File: src/design/etxnps_pkg.sv
// Package for the neighbour table and parent selection block.
// Holds table sizes, codes, item and job structs; depends on nothing.
`timescale 1ns / 1ps
`default_nettype none

package etxnps_pkg;

    localparam int NEIGHBORS   = 16;
    localparam int TBL_W       = (NEIGHBORS > 1) ? $clog2(NEIGHBORS) : 1;
    localparam int QUEUE_DEPTH = 2;
    localparam int QUEUE_AW    = (QUEUE_DEPTH > 1) ? $clog2(QUEUE_DEPTH) : 1;
    localparam int QUEUE_CW    = $clog2(QUEUE_DEPTH + 1);

    localparam logic [15:0] INFINITE_RANK = 16'hFFFF;
    localparam logic [6:0]  ETX_SCALE     = 7'd100;
    // ceil(2^30 / 100): exact quotient for every dividend below 2^23.
    localparam logic [23:0] RECIP_100     = 24'd10737419;
    localparam int          RECIP_SHIFT   = 30;

    localparam logic [1:0] FUNC_REPORT = 2'd0;
    localparam logic [1:0] FUNC_WRITE  = 2'd1;
    localparam logic [1:0] FUNC_SELECT = 2'd2;

    localparam logic [1:0] TX_OK    = 2'd0;
    localparam logic [1:0] TX_NOACK = 2'd1;

    localparam logic [2:0] REG_LINK_THRESHOLD     = 3'd0;
    localparam logic [2:0] REG_ETX_UNIT           = 3'd1;
    localparam logic [2:0] REG_NORMAL_WEIGHT      = 3'd2;
    localparam logic [2:0] REG_EARLY_WEIGHT       = 3'd3;
    localparam logic [2:0] REG_EARLY_REPORT_LIMIT = 3'd4;
    localparam logic [2:0] REG_NOACK_PENALTY      = 3'd5;

    typedef struct packed {
        logic [1:0]  func;
        logic [3:0]  entry_index;
        logic [1:0]  tx_status;
        logic [4:0]  attempts;
        logic [15:0] new_rank;
        logic [15:0] new_link_etx;
        logic        new_valid;
    } in_item_t;

    typedef struct packed {
        logic        found;
        logic [3:0]  parent_index;
        logic [15:0] link_etx_out;
        logic [15:0] rank_out;
    } out_item_t;

    typedef struct packed {
        logic [15:0] link_threshold;
        logic [10:0] etx_unit;
        logic [6:0]  normal_weight;
        logic [6:0]  early_weight;
        logic [7:0]  early_report_limit;
        logic [4:0]  noack_penalty;
    } cfg_t;

    localparam cfg_t CFG_RESET = '{
        link_threshold:     16'd64,
        etx_unit:           11'd128,
        normal_weight:      7'd90,
        early_weight:       7'd70,
        early_report_limit: 8'd2,
        noack_penalty:      5'd16
    };

    typedef enum logic [2:0] {
        KIND_REPORT = 3'd0,
        KIND_IGNORE = 3'd1,
        KIND_WRITE  = 3'd2,
        KIND_SELECT = 3'd3,
        KIND_NONE   = 3'd4
    } kind_t;

    // One classified item as it waits in the queue.
    typedef struct packed {
        kind_t       kind;
        logic        in_table;
        logic [3:0]  entry_index;
        logic        noack;
        logic [4:0]  attempts;
        logic [15:0] new_rank;
        logic [15:0] new_link_etx;
        logic        new_valid;
    } job_t;

endpackage

`default_nettype wire

File: src/design/etxnps_fifo.sv
// Short job queue between the front end and the table engine.
// Depends on etxnps_pkg for the job type and depth.
`timescale 1ns / 1ps
`default_nettype none

module etxnps_fifo (
    input  wire                       aclk,
    input  wire                       aresetn,
    input  wire                       push,
    input  etxnps_pkg::job_t          push_job,
    output logic                      full,
    input  wire                       pop,
    output logic                      empty,
    output etxnps_pkg::job_t          head
);

    etxnps_pkg::job_t                     slot_reg [etxnps_pkg::QUEUE_DEPTH];
    logic [etxnps_pkg::QUEUE_AW-1:0]      wr_ptr_reg, wr_ptr_next;
    logic [etxnps_pkg::QUEUE_AW-1:0]      rd_ptr_reg, rd_ptr_next;
    logic [etxnps_pkg::QUEUE_CW-1:0]      count_reg, count_next;
    logic                                 do_push, do_pop;

    localparam logic [etxnps_pkg::QUEUE_AW-1:0] LAST_SLOT =
        etxnps_pkg::QUEUE_AW'(etxnps_pkg::QUEUE_DEPTH - 1);
    localparam logic [etxnps_pkg::QUEUE_CW-1:0] FULL_COUNT =
        etxnps_pkg::QUEUE_CW'(etxnps_pkg::QUEUE_DEPTH);

    assign full    = (count_reg == FULL_COUNT);
    assign empty   = (count_reg == '0);
    assign do_push = push && !full;
    assign do_pop  = pop && !empty;
    assign head    = slot_reg[rd_ptr_reg];

    always_comb begin
        wr_ptr_next = wr_ptr_reg;
        rd_ptr_next = rd_ptr_reg;
        count_next  = count_reg;
        if (do_push) begin
            wr_ptr_next = (wr_ptr_reg == LAST_SLOT) ? '0 : wr_ptr_reg + 1'b1;
        end
        if (do_pop) begin
            rd_ptr_next = (rd_ptr_reg == LAST_SLOT) ? '0 : rd_ptr_reg + 1'b1;
        end
        if (do_push && !do_pop) begin
            count_next = count_reg + 1'b1;
        end else if (do_pop && !do_push) begin
            count_next = count_reg - 1'b1;
        end
    end

    always_ff @(posedge aclk) begin
        if (!aresetn) begin
            wr_ptr_reg <= '0;
            rd_ptr_reg <= '0;
            count_reg  <= '0;
        end else begin
            wr_ptr_reg <= wr_ptr_next;
            rd_ptr_reg <= rd_ptr_next;
            count_reg  <= count_next;
        end
    end

    always_ff @(posedge aclk) begin
        if (do_push) begin
            slot_reg[wr_ptr_reg] <= push_job;
        end
    end

endmodule

`default_nettype wire

File: config.mk
export PLATFORM = sky130hd
export DESIGN_NAME = etxnps_fifo
export DESIGN_NICKNAME = d
export VERILOG_FILES = /design/src/design/etxnps_pkg.sv /design/src/design/etxnps_fifo.sv
export SDC_FILE = /design/constraint.sdc
export NUM_CORES = 1
export LEC_CHECK = 0
export ABC_AREA = 1
export BUFFER_PORTS_ARGS = -buffer_cell sky130_fd_sc_hd__buf_2
export CAP_MARGIN = 15
export CELL_PAD_IN_SITES_DETAIL_PLACEMENT = 0
export CELL_PAD_IN_SITES_GLOBAL_PLACEMENT = 1
export CORE_MARGIN = 5
export CORE_UTILIZATION = 39
export DETAILED_ROUTE_END_ITERATION = 12
export GPL_TIMING_DRIVEN = 1
export PLACE_DENSITY_LB_ADDON = 0.1
export SYNTH_ARGS = -nofsm -noshare
export SYNTH_HDL_FRONTEND = slang
export SYNTH_SLANG_ARGS = --single-unit
File: constraint.sdc
create_clock -name aclk -period 4.5 [get_ports aclk]
set_clock_uncertainty 0.15 [all_clocks]
set_input_delay 0.45 -clock aclk [delete_from_list [all_inputs] [get_ports aclk]]
set_output_delay 0.45 -clock aclk [all_outputs]
set_load 0.02 [all_outputs]
# ---- Word level (Yosys, flattened, before mapping)
# Memories as Yosys holds them, arrays and structs flattened. A register that Yosys moved wholly into a read port is not among the register bits.
# Index checks and enable logic that the tools add are counted.
dict set report op_classes {
  add_sub_neg 4
  eq_ne 1
  muxes 8
  reduce_logical 10
}
# op n
set ops {}
lappend ops {{1-bit two-way mux} 6}
lappend ops {{1-bit logical AND} 4}
lappend ops {{1-bit zero test} 4}
lappend ops {{2-bit two-way mux} 2}
lappend ops {{1-bit adder (second input constant)} 2}
lappend ops {{2-bit by 1-bit adder with 2-bit output (second input constant)} 1}
lappend ops {{2-bit equality test (second input constant)} 1}
lappend ops {{2-bit zero test} 1}
lappend ops {{2-bit nonzero test} 1}
lappend ops {{2-bit by 1-bit subtractor with 2-bit output (second input constant)} 1}
dict set report totals {
  ff_bits 4
  ram_bits 94
  out_inout_bits 49
  mem_count 1
}
# memory words width read_ports rd_clocked_by_memory_dff write_ports line_no
set memory_table {}
lappend memory_table {slot_reg 2 47 1 1 1 etxnps_fifo.sv:17} ;# etxnps_pkg::job_t slot_reg [etxnps_pkg::QUEUE_DEPTH];

# ---- Longest topological paths before layout
dict set report depth {
  word_depth 7
  ltp_mapped 10
}

# ---- Worst setup path after synthesis
# No wires, ideal clock.
dict set report synth_path {
  path_kind {in2reg}
  start {input push}
  end {memory slot_reg[0][0] (netlist name), enable pin}
  setup_time_ps 451
  t_arrival_ps 2491
  required_ps 3899
  setup_slack_ps 1408
  stages 2
  path_cell_list {o21ai_2 -> nor2_1}
}
dict set report synth_between {
  elab_chain_len 3
}
# element line_no
set synth_rtl {}
lappend synth_rtl {{start: declaration} etxnps_fifo.sv:9} ;# input wire push,
lappend synth_rtl {{1-bit logical AND} etxnps_fifo.sv:30} ;# assign do_push = push && !full;
lappend synth_rtl {{1-bit two-way mux} etxnps_fifo.sv:64} ;# if (do_push) begin
lappend synth_rtl {{1-bit two-way mux (implied by the code)} etxnps_fifo.sv:65} ;# slot_reg[wr_ptr_reg] <= push_job;
lappend synth_rtl {{end: declaration} etxnps_fifo.sv:17}
# Every way passes these cells.

==> metrics.md <==
| Metric | Value |
|---|---|
| Clk_lat worst skew | `0.35 ns` |
| Die Ht | `108 um` |
| Setup slack, reg-to-reg | `2.35 ns` |
| 1st-iter DRT viols | `67` |
| Min Hold Slack | `0.132 ns` |
| Clock Sinks | `99` |
| Slew HR | `42.0%` |
| Routed wire length | `6.57 mm` |
| IO Pins | `100` |
| Grt met2 use | `19.2%` |
| Post-Syn Area | `3760 um2` |
| IO buf count | `99` |
| RSZ-0062 raised after global routing | `no` |
| Place WS | `1.96 ns` |
| Final Hold Fails | `0` |
| Row cnt | `35` |
| Status | `finished, final reports clean` |
| Synth Net Count | `236` |
| Reg2Reg Launch Point | `count_reg[0]` |
| Drt drc | `0` |
| Share of layout cells above drive strength 1 | `56.1%` |
| Grt peak-use layer | `met2` |
| Antenna violations before repair | `0` |
| Setup violators final | `0` |
| Syn_area_per_cell | `20.4 um2` |
| Synth Area in XOR/XNOR | `0%` |
| Routing usage on met3 | `3.10%` |
| Seq cells post-synth | `99` |
| Final-report max-slew violation count | `0` |
| Critical path class | `reg -> out` |
| Max reg flops | `94` |
| Setup TNS Final | `0 ns` |
| Die width | `108 um` |
| Worst endpoint data arrival time | `2.26 ns` |
| Minimum clock period | `2.86 ns` |
| Pwr Total | `2.47 mW` |
| Final cycle utilization of the critical path | `63.6%` |
| Number of global-route vias before repair | `1953` |
| PostCTS Resize Cnt | `0` |
| Worst-margin pin slew | `0.867 ns` |
| GPL Wtd Cong | `0.663` |
| Crit Reg-Reg Endpoint | `slot_reg[0][23]` |
| CTS Buf Count | `9` |
| Total gr overflow | `0` |
| Global Route Usage Sum | `11.6%` |
| Most frequent cells in the layout | `99 x buf_2, 94 x edfxtp_1, 30 x mux2_4` |
| Routed Antenna Nets | `0` |
| Compound-Gate Fraction of Synth Area | `0.632%` |
| TritonCTS clock tree | `yes` |
| Placed Area | `4410 um2` |
| Core Area | `9330 um2` |
| Post-DP HPWL | `4.44 mm` |
| CTS Hold Bufs | `0` |
| Crit-path max FO | `28` |
| Die area | `11700 um2` |
| Syn Inst Count | `184` |
| Leak | `1.78 nW` |
| Setup bufs post-CTS | `0` |
| Fin nets | `344` |
| Ys Warns | `0` |
| Vias per Instance | `4.45` |
| Largest net degree at the start of global routing | `30` |
| Post-synthesis simple-gate area fraction | `2.00%` |
| Crit path capture | `head[30]` |
| Critical Path Source Type | `flip-flop` |
| Max_cap viols | `0` |
| Unique masters post-synth | `15` |
| Pwr Density | `538 nW/um2` |
| DR vias | `1890` |
| Global-route wire length before repair | `9.97 mm` |
| CP Data Required Time | `3.90 ns` |
| Layout area overhead | `22.1%` |
| FMAX | `0.349 GHz` |
| Post-synthesis sequential area ratio | `77.7%` |
| Root Driver | `clkbuf_8` |
| Endpoint class of the critical path | `output pin` |
| Clock Tree Buf Depth | `2` |
| CTS H-Tree Depth | `3` |
| Fraction of the mapped netlist area in adder cells | `0.333%` |
| CTS clk-pin slew, worst paths | `0.09 ns` |
| Peak supply drop | `0.206 mV` |
| DR WL/cell | `15.5 um` |
| Most common cell after layout, fill and taps aside | `buf_2` |
| ANT cells | `0` |
| Final core utilization | `49.2%` |
| Post-Place Cells | `410` |
| Pre-antenna DRT Iters | `4` |
| Setup WS post-layout | `1.64 ns` |
| Met1 Use GR | `14.0%` |
| Post-route cell area | `4590 um2` |
| Post-Layout Cell Count | `425` |
| Main combinational cell family by area after synthesis | `multiplexers` |
| Initial core utilization | `40.3%` |
| FF-to-FF path depth | `3` |
| Hold Path Class | `in -> reg` |
| Mux contribution to synthesized area | `17.1%` |
[per-layer routing]
metal,share of wire (%),vias to the layer above
met4,1.5,0
li1,-,907
met3,5.1,7
met2,51,55
met1,43,921
met5,0,-
[worst max-delay path, stage by stage (launching register included)]
cell and delay (ns):
dfxtp_2 0.89, buf_4 0.48, mux2_2 0.38, buf_2 0.16
[power breakdown]
group          internal [mW]  switching [mW]
Clock                  0.255           0.283
Combinational          0.302           0.398
Sequential              1.16          0.0697
Total                   1.72           0.751
[cells in the mapped netlist]
master | n | area [um2]
edfxtp_1 | 94 | 2820
mux2_4 | 30 | 450
mux2_2 | 17 | 191
nor2_1 | 11 | 41.3
inv_1 | 9 | 33.8
nand2_1 | 6 | 22.5
dfxtp_1 | 5 | 100
buf_6 | 4 | 45.0
o21ai_0 | 2 | 10.0
a21oi_1 | 1 | 5.00
buf_2 | 1 | 5.00
ha_1 | 1 | 12.5
nand3_1 | 1 | 5.00
nand4_1 | 1 | 6.26
o21ai_2 | 1 | 8.76
[cell families after synthesis]
logic type / count (synthesis)
DFF: 99
AOI/OAI and AO/OA: 4
buffers and inverters: 14
adders and majority gates: 1
and+or+nand+nor: 19
muxes: 47
[worst min-delay path by stage]
stage                      start         endpoint  depth (start not counted)  slack, ns
floorplan             rd_ptr_reg        flip-flop                          2       0.32
global placement      rd_ptr_reg       rd_ptr_reg                          2       0.33
detailed placement    rd_ptr_reg        flip-flop                          2       0.34
CTS                 push_job[37]  slot_reg[0][37]                          1       0.11
global route        push_job[37]  slot_reg[0][37]                          1       0.11
finish              push_job[37]  slot_reg[0][37]                          1       0.13
[cell type report]
type | instances | area (um2)
Clock inverter | 4 | 52.6
Fill cell | 803 | 4740
Clock buffer | 11 | 131
Timing Repair Buffer | 102 | 518
Tap cell | 129 | 161
Sequential cell | 99 | 2920
Inverter | 9 | 33.8
Multi-Input combinational cell | 71 | 768
Note: power is estimated with default switching activity, not from simulation.
